==> src/mpm_pkg.sv <==
// Shared constants and types for the masked positive mean block.
// Field widths, accumulator sizing and the controller state encoding.
// No dependencies.
`timescale 1ns / 1ps

package mpm_pkg;

   // Pixel format and frame size limit
   localparam int PIXEL_BITS      = 32;
   localparam int MAX_PIXELS_LOG2 = 20;

   // Port field widths
   localparam int PIXEL_W    = 32;
   localparam int CONTRAST_W = 31;
   localparam int COUNT_W    = 21;

   // Packed stream widths, rounded up to whole bytes
   localparam int REQ_DATA_W = ((PIXEL_W + 1 + 7) / 8) * 8;
   localparam int RSP_DATA_W = ((CONTRAST_W + 2 * COUNT_W + 1 + 7) / 8) * 8;

   // Accumulator widths: the sum of up to 2^MAX_PIXELS_LOG2 positive pixels,
   // held in at most 64 bits
   localparam int SUM_FULL_W = PIXEL_BITS - 1 + MAX_PIXELS_LOG2;
   localparam int SUM_W      = (SUM_FULL_W > 64) ? 64 : SUM_FULL_W;
   localparam int CNT_W      = MAX_PIXELS_LOG2 + 1;
   localparam int STEP_W     = $clog2(SUM_W + 1);

   localparam logic [CNT_W-1:0] PIXEL_LIMIT = CNT_W'(1) << MAX_PIXELS_LOG2;

   // Controller states
   typedef enum logic [1:0] {
      ST_ACCUM  = 2'b01,
      ST_DIVIDE = 2'b10
   } state_type;

endpackage

==> src/masked_positive_mean.sv <==
// Masked positive pixel mean: frame accumulator plus a single serial divider.
// Depends on mpm_pkg for widths, limits and the state encoding.
`timescale 1ns / 1ps

// One pixel is taken per cycle while a frame streams in. The pixel that
// carries tlast is accumulated, then a restoring divider forms
// sum / positive count one quotient bit per cycle, SUM_W steps in all
// (51 with the default sizing), and then the result register is loaded.
// req_tready is low from the frame end until that load, so no pixel of the
// next frame is taken while the divider runs; a result register still
// waiting for the receiver holds req_tready low longer.
// The result sits in an output register, so the next frame may start
// streaming while it waits to be taken; a further frame end then waits for
// that register to drain before the new result is loaded. The mean is the
// truncated quotient, zero when no masked pixel was above zero. Counts stop
// at 2^MAX_PIXELS_LOG2 masked pixels; further masked pixels are dropped and
// raise the overflow flag.
module masked_positive_mean (
   input  logic                           clock,
   input  logic                           reset,
   // pixel [31:0], in_mask [32], zero fill above
   input  logic [mpm_pkg::REQ_DATA_W-1:0] req_tdata,
   input  logic                           req_tlast,   // frame_end
   input  logic                           req_tvalid,
   output logic                           req_tready,
   // contrast [30:0], mask_count [51:31], positive_count [72:52],
   // overflowed [73], zero fill above
   output logic [mpm_pkg::RSP_DATA_W-1:0] rsp_tdata,
   output logic                           rsp_tvalid,
   input  logic                           rsp_tready
);

   import mpm_pkg::*;

   state_type state_ff, state_in;

   // Frame accumulators
   logic [SUM_W-1:0] sum_ff, sum_in;
   logic [CNT_W-1:0] mask_cnt_ff, mask_cnt_in;
   logic [CNT_W-1:0] pos_cnt_ff, pos_cnt_in;
   logic             ovf_ff, ovf_in;

   // Divider operands and working registers
   logic [SUM_W-1:0]  dvd_ff, dvd_in;     // dividend shifting out, quotient in
   logic [CNT_W-1:0]  rem_ff, rem_in;
   logic [CNT_W-1:0]  div_pos_ff, div_pos_in;
   logic [CNT_W-1:0]  div_mask_ff, div_mask_in;
   logic              div_ovf_ff, div_ovf_in;
   logic [STEP_W-1:0] step_ff, step_in;

   // Result register
   logic                  rsp_valid_ff, rsp_valid_in;
   logic [CONTRAST_W-1:0] contrast_ff, contrast_in;
   logic [COUNT_W-1:0]    out_mask_ff, out_mask_in;
   logic [COUNT_W-1:0]    out_pos_ff, out_pos_in;
   logic                  out_ovf_ff, out_ovf_in;

   logic                  req_xfer;
   logic                  rsp_free;
   logic                  div_done;
   logic [PIXEL_BITS-1:0] pix;
   logic                  pix_masked;
   logic                  pix_positive;
   logic                  at_limit;
   logic [SUM_W-1:0]      acc_sum;
   logic [CNT_W-1:0]      acc_mask;
   logic [CNT_W-1:0]      acc_pos;
   logic                  acc_ovf;
   logic [CNT_W:0]        partial;
   logic [CNT_W+1:0]      diff;
   logic                  fits;

   assign req_tready = (state_ff == ST_ACCUM);
   assign req_xfer   = req_tvalid && req_tready;
   assign rsp_free   = !rsp_valid_ff || rsp_tready;
   assign div_done   = (step_ff == STEP_W'(SUM_W));

   // Classify the incoming pixel
   assign pix          = req_tdata[PIXEL_BITS-1:0];
   assign pix_masked   = req_tdata[PIXEL_W];
   assign pix_positive = !pix[PIXEL_BITS-1] && (pix != '0);
   assign at_limit     = (mask_cnt_ff == PIXEL_LIMIT);

   // Accumulate the pixel, dropping masked pixels beyond the limit
   always_comb begin
      acc_sum  = sum_ff;
      acc_mask = mask_cnt_ff;
      acc_pos  = pos_cnt_ff;
      acc_ovf  = ovf_ff;
      if (pix_masked) begin
         if (at_limit) begin
            acc_ovf = 1'b1;
         end else begin
            acc_mask = mask_cnt_ff + CNT_W'(1);
            if (pix_positive) begin
               acc_sum = sum_ff + SUM_W'(pix[PIXEL_BITS-2:0]);
               acc_pos = pos_cnt_ff + CNT_W'(1);
            end
         end
      end
   end

   // One restoring division step: shift in the next dividend bit, trial subtract
   assign partial = {rem_ff, dvd_ff[SUM_W-1]};
   assign diff    = {1'b0, partial} - {2'b00, div_pos_ff};
   assign fits    = !diff[CNT_W+1];

   // Sequencer and datapath next values
   always_comb begin
      state_in     = state_ff;
      sum_in       = sum_ff;
      mask_cnt_in  = mask_cnt_ff;
      pos_cnt_in   = pos_cnt_ff;
      ovf_in       = ovf_ff;
      dvd_in       = dvd_ff;
      rem_in       = rem_ff;
      div_pos_in   = div_pos_ff;
      div_mask_in  = div_mask_ff;
      div_ovf_in   = div_ovf_ff;
      step_in      = step_ff;
      rsp_valid_in = rsp_valid_ff && !rsp_tready;
      contrast_in  = contrast_ff;
      out_mask_in  = out_mask_ff;
      out_pos_in   = out_pos_ff;
      out_ovf_in   = out_ovf_ff;

      unique case (state_ff)
         ST_ACCUM: begin
            if (req_xfer) begin
               if (req_tlast) begin
                  // hand the frame totals to the divider and clear for the next frame
                  dvd_in      = acc_sum;
                  rem_in      = '0;
                  div_pos_in  = acc_pos;
                  div_mask_in = acc_mask;
                  div_ovf_in  = acc_ovf;
                  step_in     = '0;
                  sum_in      = '0;
                  mask_cnt_in = '0;
                  pos_cnt_in  = '0;
                  ovf_in      = 1'b0;
                  state_in    = ST_DIVIDE;
               end else begin
                  sum_in      = acc_sum;
                  mask_cnt_in = acc_mask;
                  pos_cnt_in  = acc_pos;
                  ovf_in      = acc_ovf;
               end
            end
         end
         ST_DIVIDE: begin
            if (!div_done) begin
               // advance one quotient bit
               rem_in  = fits ? diff[CNT_W-1:0] : partial[CNT_W-1:0];
               dvd_in  = {dvd_ff[SUM_W-2:0], fits};
               step_in = step_ff + STEP_W'(1);
            end else if (rsp_free) begin
               // load the result once the output register is free
               rsp_valid_in = 1'b1;
               contrast_in  = (div_pos_ff == '0) ? '0 : CONTRAST_W'(dvd_ff);
               out_mask_in  = COUNT_W'(div_mask_ff);
               out_pos_in   = COUNT_W'(div_pos_ff);
               out_ovf_in   = div_ovf_ff;
               state_in     = ST_ACCUM;
            end
         end
         default: begin
            state_in = ST_ACCUM;
         end
      endcase
   end

   // Control registers
   always_ff @(posedge clock) begin
      if (reset) begin
         state_ff     <= ST_ACCUM;
         sum_ff       <= '0;
         mask_cnt_ff  <= '0;
         pos_cnt_ff   <= '0;
         ovf_ff       <= 1'b0;
         step_ff      <= '0;
         rsp_valid_ff <= 1'b0;
      end else begin
         state_ff     <= state_in;
         sum_ff       <= sum_in;
         mask_cnt_ff  <= mask_cnt_in;
         pos_cnt_ff   <= pos_cnt_in;
         ovf_ff       <= ovf_in;
         step_ff      <= step_in;
         rsp_valid_ff <= rsp_valid_in;
      end
   end

   // Payload registers
   always_ff @(posedge clock) begin
      dvd_ff      <= dvd_in;
      rem_ff      <= rem_in;
      div_pos_ff  <= div_pos_in;
      div_mask_ff <= div_mask_in;
      div_ovf_ff  <= div_ovf_in;
      contrast_ff <= contrast_in;
      out_mask_ff <= out_mask_in;
      out_pos_ff  <= out_pos_in;
      out_ovf_ff  <= out_ovf_in;
   end

   // Pack the result transfer
   assign rsp_tvalid = rsp_valid_ff;
   assign rsp_tdata  = RSP_DATA_W'({out_ovf_ff, out_pos_ff, out_mask_ff, contrast_ff});

endmodule
==> config.mk <==
export PLATFORM = sky130hd
export DESIGN_NAME = masked_positive_mean
export DESIGN_NICKNAME = d
export VERILOG_FILES = /design/src/mpm_pkg.sv /design/src/masked_positive_mean.sv
export SDC_FILE = /design/constraint.sdc
export NUM_CORES = 1
export LEC_CHECK = 0
export BUFFER_PORTS_ARGS = -buffer_cell sky130_fd_sc_hd__buf_2
export CELL_PAD_IN_SITES_DETAIL_PLACEMENT = 1
export CELL_PAD_IN_SITES_GLOBAL_PLACEMENT = 1
export CORE_MARGIN = 2
export CORE_UTILIZATION = 48
export DETAILED_ROUTE_END_ITERATION = 7
export GPL_TIMING_DRIVEN = 0
export PLACE_DENSITY = 0.88
export SKIP_LAST_GASP = 1
export SLEW_MARGIN = 0
export SYNTH_ARGS = -nofsm -noshare
export SYNTH_HDL_FRONTEND = slang
export SYNTH_SLANG_ARGS = --single-unit
==> constraint.sdc <==
create_clock -name clock -period 5.5 [get_ports clock]
set_clock_uncertainty 0.05 [all_clocks]
set_input_delay 1.1 -clock clock [delete_from_list [all_inputs] [get_ports clock]]
set_output_delay 1.1 -clock clock [all_outputs]
set_load 0.005 [all_outputs]
==> results by group, run 1 <==
Logic synthesis
  – Synth cell types: 76
  – Warnings from Yosys: 0
  – Cell Area, Synth: 15300 um^2
  – Synthesized flop and latch total: between 200 and 300
  – Cells after synthesis: around 1500
  – Fraction of registers with async set/reset: 0
  – Syn Area/Cell: roughly 10 um^2
  – Number of synthesized flops with an enable pin: about 190
  – Synth Flop Type: edfxtp_1
  – Seq/Total Area, Yosys: 0.505

Floorplan
  – IO Count: 127
  – Die span in x: 183 um
  – Full die area: about 33000 um^2
  – Cell row count: 65
  – Starting Density: 0.487
  – Core Footprint: between 30000 and 40000 um^2
  – Die height: approximately 180 um

Global routing
  – GRT Total Usage: 0.278
  – First-pass GRT wire length: approximately 74000 um
  – Largest net degree at the start of global routing: 50
  – Vias in the first global route: approximately 13000
  – Total grt overflow: 0
  – Initial antenna violation count: 1

Clocking
  – Post-CTS sizing: 0
  – Clk sinks: approximately 300
  – H-tree levels: 1
  – Clk root buf: clkbuf_16
  – Max clock buf depth: 3
  – Setup bufs post-CTS: 0
  – Clk_lat worst skew: around 0.57 ns
  – CTS tree: done
  – Post-CTS Hold Fix Bufs: 0
  – Clock-pin transition on the worst setup and hold timing paths: around 0.060 ns
  – CTS buffer count: 31

Setup path
  – CP endpoint kind: flop
  – Critical path data required time: roughly 6.0 ns
  – Critical path class: flop to flop
  – Max FO, Critical Path: 49
  – Critical Path Source Type: flop
  – Crit path DAT: 4.33 ns

Pwr
  – Cell area power density: 289 nW/um^2
  – Pleak: 6.66 nW
  – Power Total: around 5 mW
  – Worst vdd ir: between 0.2 and 0.3 mV

Detailed routing
  – DRT met1 WL: between 15000 and 20000 um
  – Routed wire length: roughly 47000 um
  – Residual DRC: 0
  – Post-DRT Antenna Nets: 0
  – Metal3 WL: around 2800 um
  – 1st-iter DRT viols: roughly 1100
  – Routed vias: ~13000
  – Avg WL per Cell: between 20 and 25 um
  – Met2 WL: 22900 um
  – Vias per inst: between 6 and 7
  – Top Layer Used: met5
  – TritonRoute pass-1 iters: 7

STA
  – Worst slew pin tran: between 1 and 1.5 ns
  – Rel. slew slack: 0.273
  – Slew Limit Fails: 0
  – Setup violators final: 0
  – Min Clock Period, post-route: a little under 4 ns
  – Achievable Freq: 0.258 GHz
  – RSZ-0062 raised after global routing: no
  – Period utilisation layout: 0.706
  – Fin. Hold Viols: 0

Cells and area
  – Net count, final: between 1500 and 2000
  – Syn-to-layout area delta: 14.8%
  – Core Util, Final: 0.559
  – Share of cells above drive strength 1: 0.131
  – Fillers: approximately 3500
  – Antenna Cells: 0

Worst hold path
  – Worst hold-check path type: flop to flop

Placed design
  – Detail Placement HPWL: between 30000 and 40000 um
  – Placer Congestion: between 0.9 and 1
  – Number of port buffers: between 100 and 150

Flow run
  – Max_cap viols: 0

Run status
  – Outcome: completed
==> sequential cells by signal (all words and copies together) (netlist names) <==
signal / flops
out_pos_ff: 21
dvd_ff: 51
div_mask_ff: 21
div_pos_ff: 21
pos_cnt_ff: 21
ovf_ff: 1
out_ovf_ff: 1
rsp_tvalid: 1
div_ovf_ff: 1
out_mask_ff: 21
sum_ff: 51
state_ff: 2
mask_cnt_ff: 21
step_ff: 6
contrast_ff: 31
rem_ff: 21
==> report_power, final <==
| part | switching, mW | internal [mW] |
|---|---|---|
| Sequential | 0.0234 | 2.37 |
| Clock | 0.877 | 1.40 |
| Combinational | 0.279 | 0.135 |
| Total | 1.18 | 3.90 |
==> cells in the final DEF (no fill, tap or decap), types with 20 or more instances in the layout <==
master,synthesis,routed
nor2b_1,51,51
edfxtp_1,189,189
a21oi_1,109,109
mux2i_1,38,38
dfxtp_1,103,103
ha_1,56,56
inv_1,44,43
nor2_1,136,135
nand3_1,36,36
nand2_1,119,119
o21ai_0,111,111
clkbuf_16,0,32
or3_1,28,28
and3_1,25,25
a22oi_1,31,31
buf_2,19,131
xnor2_1,56,56
nand4_1,27,27
clkbuf_1,51,60
xor2_1,50,50
nor3_1,21,21
a22o_1,20,20
==> final timing paths <==
| check | cells after the start | from | end | slack, ns |
|---|---|---|---|---|
| worst max-delay path | 10 | state_ff[0] | step_ff[5] | 1.62 |
| worst min-delay path | 0 | div_mask_ff[16] | out_mask_ff[16] | 0.37 |
| worst max register to register | 10 | state_ff[0] | step_ff[5] | 1.62 |
| worst min register to register | 0 | div_mask_ff[16] | out_mask_ff[16] | 0.37 |
==> metal layers <==
| layer | up-vias | GRT usage |
|---|---|---|
| li1 | 5842 | - |
| met1 | 6398 | 0.359 |
| met2 | 487 | 0.478 |
| met3 | 125 | 0.0369 |
| met4 | 2 | 0.104 |
| met5 | - | 0 |
==> critical path: stages, from the launching register on <==
cell and delay [ns]:
dfxtp_1 0.34, nor2b_1 0.47, and2_1 0.20, clkbuf_1 0.33, nand2_1 0.17, inv_2 0.72
a21o_4 0.47, buf_16 0.33, nand4_1 0.21, or3_1 0.39, a21oi_1 0.14
==> synthesized netlist by cell type, types with 5 or more instances <==
master | instances | area (um^2)
a22o_1 | 20 | 175
inv_1 | 44 | 165
nor4_1 | 19 | 119
mux2i_1 | 38 | 380
a21o_1 | 18 | 135
o211ai_1 | 7 | 52.6
nor2b_1 | 51 | 319
o21a_1 | 8 | 60.1
or3_1 | 28 | 175
a21oi_1 | 109 | 546
and2_1 | 11 | 68.8
and3_1 | 25 | 156
dfxtp_1 | 103 | 2060
a211oi_1 | 10 | 75.1
o21bai_1 | 5 | 37.5
buf_4 | 9 | 67.6
clkbuf_1 | 51 | 191
o21ai_0 | 111 | 556
edfxtp_1 | 189 | 5680
a31oi_1 | 19 | 119
ha_1 | 56 | 701
buf_2 | 19 | 95.1
xnor2_1 | 56 | 490
xor2_1 | 50 | 438
nand2_1 | 119 | 447
nor2_1 | 136 | 510
nand2b_1 | 8 | 50.1
o21ai_1 | 5 | 25.0
nand4_1 | 27 | 169
nand3_1 | 36 | 180
a22oi_1 | 31 | 233
a21boi_0 | 5 | 37.5
nor3_1 | 21 | 105
==> cell type report <==
class                      count  area (um^2)  area share
buffer                        83          370      0.0210
tap                          402          503      0.0286
inverter                      44          165     0.00939
multi-input combinational   1101         7090       0.403
clock inverter                12          208      0.0118
timing repair buffer         116          633      0.0360
clock buffer                  45          890      0.0506
sequential                   292         7740       0.440
==> logic make-up after synthesis <==
family / synth area share
AOI/OAI and AO/OA: 0.160
xor gates and xnor gates: 0.0606
adders and majority gates: 0.0483
buffers and inverters: 0.0349
DFF: 0.505
muxes: 0.0255
other: 0.000245
and+or+nand+nor: 0.166
==> stage by stage <==
| step | worst slack [ns] | instance area [um^2] | instances | hold WS [ns] | setup TNS [ns] |
|---|---|---|---|---|---|
| final | 1.62 | 17600 | 2095 | 0.369 | 0 |
| after global routing | 1.35 | 17600 | 2095 | 0.376 | 0 |
| after CTS | 1.60 | 17600 | 2094 | 0.372 | 0 |
| after detailed placement | 1.26 | 16500 | 2037 | 0.356 | 0 |
| after global placement | -1.14 | 16400 | 2034 | 0.354 | -105.11 |
| after floorplan | 0.463 | 15300 | 1520 | 0.350 | 0 |
(Power assumes the default switching activity.)
==> inputs of run 2 (changes only) <==
- CORE_UTILIZATION: 48 -> 43
- PLACE_DENSITY: 0.88 -> 0.84
- clock period: 5.5 -> 3.2 ns (I/O delays scaled with it)
==> run 2 against run 1 <==
Net effect:
- the run now ends with negative setup slack left
- final cell count increased by 5.2%
- sequential share of layout area down 1.8 points
- power rose by 76%
- wire length rose by 6.2%
- utilization is 3.9 points lower
==> results by group, run 2 (synthesis gave the netlist of run 1 again) <==
Detailed routing
  – 1st-iter DRT viols: 970 (was 1085)
  – Residual DRC: 0 (unchanged)
  – DRT met1 WL: 20200 um (was 19900 um)
  – Vias per inst: 5.95 (was 6.14)
  – Routed wire length: 50000 um (was 47100 um)
  – Post-DRT Antenna Nets: 0 (unchanged)
  – Avg WL per Cell: 22.7 um (was 22.5 um)
  – Metal3 WL: 2620 um (was 2840 um)
  – Met2 WL: 25300 um (was 22900 um)
  – TritonRoute pass-1 iters: 6 (was 7)
  – Top Layer Used: met4 (was met5)
  – Routed vias: 13100 (was 12900)

Global routing
  – Initial antenna violation count: 0 (was 1)
  – GRT Total Usage: 0.255 (was 0.278)
  – First-pass GRT wire length: 73800 um (was 73700 um)
  – Vias in the first global route: 13400 (about the same)
  – Largest net degree at the start of global routing: 40 (was 50)
  – Total grt overflow: 0 (unchanged)

Placed design
  – Number of port buffers: 112 (unchanged)
  – DP Area: 16500 um^2 (about the same)
  – Detail Placement HPWL: 33400 um (was 32900 um)
  – Placer Congestion: 0.887 (was 0.940)

Cells and area
  – Final Cell Area: 18400 um^2 (was 17600 um^2)
  – Most common cell after layout, fill and taps aside: edfxtp_1 (unchanged)
  – Leading cell types in the layout, fill and taps excluded: 189 x edfxtp_1, 132 x nor2_1, 132 x buf_2 (was 189 x edfxtp_1, 135 x nor2_1, 131 x buf_2)
  – Share of cells above drive strength 1: 0.186 (was 0.131)
  – Antenna Cells: 0 (unchanged)
  – Syn-to-layout area delta: 19.8% (was 14.8%)
  – Top flop regs: dvd_ff x51, sum_ff x51, contrast_ff x31 (unchanged)
  – Net count, final: 1820 (was 1772)

Setup path
  – Crit path DAT: 3.58 ns (was 4.33 ns)
  – Critical path class: flop to flop (unchanged)
  – Reg2reg start: div_pos_ff[4] (was state_ff[0])
  – Max FO, Critical Path: 5 (was 49)
  – Register-to-Register Setup Slack: -0.13 ns (was 1.62 ns)
  – Worst r2r dst: rem_ff[2] (was step_ff[5])
  – Worst Setup SP: div_pos_ff[4] (was state_ff[0])
  – Worst reg2reg path depth: 12 (was 10)
  – Setup crit end: rem_ff[2] (was step_ff[5])
  – CP endpoint kind: flop (unchanged)
  – Critical Path Source Type: flop (unchanged)
  – Critical path data required time: 3.45 ns (was 5.95 ns)

Clocking
  – Post-CTS Hold Fix Bufs: 0 (unchanged)
  – Clk sinks: 292 (unchanged)
  – H-tree levels: 1 (unchanged)
  – Clock-pin transition on the worst setup and hold timing paths: 0.07 ns (was 0.06 ns)
  – CTS buffer count: 31 (unchanged)
  – CTS tree: done (unchanged)
  – Max clock buf depth: 3 (unchanged)
  – Clk root buf: clkbuf_16 (unchanged)
  – Clk_lat worst skew: 0.57 ns (about the same)

Floorplan
  – Die span in x: 193 um (was 183 um)
  – Die height: 193 um (was 183 um)
  – Starting Density: 0.434 (was 0.487)
  – Cell row count: 69 (was 65)
  – Full die area: 37200 um^2 (was 33400 um^2)
  – Core Footprint: 35300 um^2 (was 31500 um^2)
  – IO Count: 127 (unchanged)

Run status
  – Failing checks: negative setup slack
  – Outcome: complete, but fails checks (was completed)

STA
  – RSZ-0062 raised after global routing: yes (was no)
  – Period utilisation layout: 1.04 (was 0.706)
  – Post-route setup slack: -0.127 ns (was 1.62 ns)
  – Setup violators final: 21 (was 0)
  – Slew Limit Fails: 0 (unchanged)
  – Worst slew pin tran: 1.14 ns (was 1.09 ns)
  – Rel. slew slack: 0.236 (was 0.273)
  – Achievable Freq: 0.301 GHz (was 0.258 GHz)
  – Fin. Hold Viols: 0 (unchanged)
  – Min Clock Period, post-route: 3.33 ns (was 3.88 ns)

Worst hold path
  – Worst hold-check path type: flop to flop (unchanged)

Flow run
  – Max_cap viols: 0 (unchanged)

Pwr
  – Cell area power density: 486 nW/um^2 (was 289 nW/um^2)
  – Worst vdd ir: 0.448 mV (was 0.281 mV)
  – Power Total: 8.93 mW (was 5.08 mW)
  – Pleak: 6.94 nW (was 6.66 nW)
==> run 2: cell count changes in the layout (fill, tap and decap cells not counted), sizes merged <==
cell | before | now
a21o | 18 | 20
buf | 146 | 192
bufinv | 6 | 8
clkbuf | 98 | 88
clkinv | 6 | 11
clkinvlp | 0 | 3
o21ai | 120 | 121
==> run 2: per-layer routing <==
metal,track usage,up-vias
met3,0.0338,125
li1,-,5937
met2,0.448,431
met4,0.101,0
met5,0,-
met1,0.316,6605
==> run 2: layout make-up <==
type,count,area (um^2)
Timing Repair inverter,2,10.0
Inverter,44,169
Buffer,81,380
Sequential cell,292,7740
Multi-Input combinational cell,1104,7420
Fill cell,3902,16900
Tap cell,461,577
Timing Repair Buffer,161,955
Clock inverter,20,304
Clock buffer,38,822
==> run 2: metrics by stage <==
stage | hold WS, ns | utilization | setup WS, ns | setup TNS [ns] | cells
2_1_floorplan | 0.350 | - | 0.131 | 0 | 1520
3_3_place_gp | 0.356 | 0.467 | -0.670 | -39.47 | 2093
3_5_place_dp | 0.356 | 0.469 | -0.833 | -54.21 | 2095
4_1_cts | 0.346 | 0.508 | -0.00450 | -0.00558 | 2175
5_1_grt | 0.378 | 0.520 | -0.189 | -2.78 | 2203
6_report | 0.370 | 0.520 | -0.127 | -1.24 | 2203
==> run 2: what timing repair did <==
action                     in CTS  in global routing
resized for setup              20                 54
pin swaps                      11                 17
cloned                          6                  1
setup endpoints to repair     158                137
buffers inserted               16                 29
==> run 2: worst max-delay path, cell delays in order (launching register included) <==
cell,delay [ns]
edfxtp_1,0.46
inv_1,0.08
ha_1,0.34
o211ai_1,0.19
a21oi_4,0.06
o2111ai_2,0.25
a21oi_2,0.13
nor2_4,0.19
o21ai_4,0.09
a2111oi_4,0.66
buf_4,0.26
mux2i_1,0.23
nor2_1,0.07
==> run 2: report_power, final <==
| group | internal, mW | leakage, nW | switching (mW) |
|---|---|---|---|
| sequential | 4.07 | 2.69 | 0.0410 |
| clock | 2.46 | 0.556 | 1.56 |
| combinational | 0.275 | 3.69 | 0.522 |
==> run 2: worst min-delay path by stage <==
| stage | from | end | cells past startpoint |
|---|---|---|---|
| finish | div_mask_ff[12] | out_mask_ff[12] | 0 |
| global route | div_mask_ff[11] | out_mask_ff[11] | 0 |
| CTS | req_tdata[32] | ovf_ff | 3 |
| detailed placement | div_mask_ff[1] | out_mask_ff[1] | 0 |
| global placement | div_mask_ff[14] | out_mask_ff[14] | 0 |
| floorplan | div_mask_ff[0] | out_mask_ff[0] | 0 |
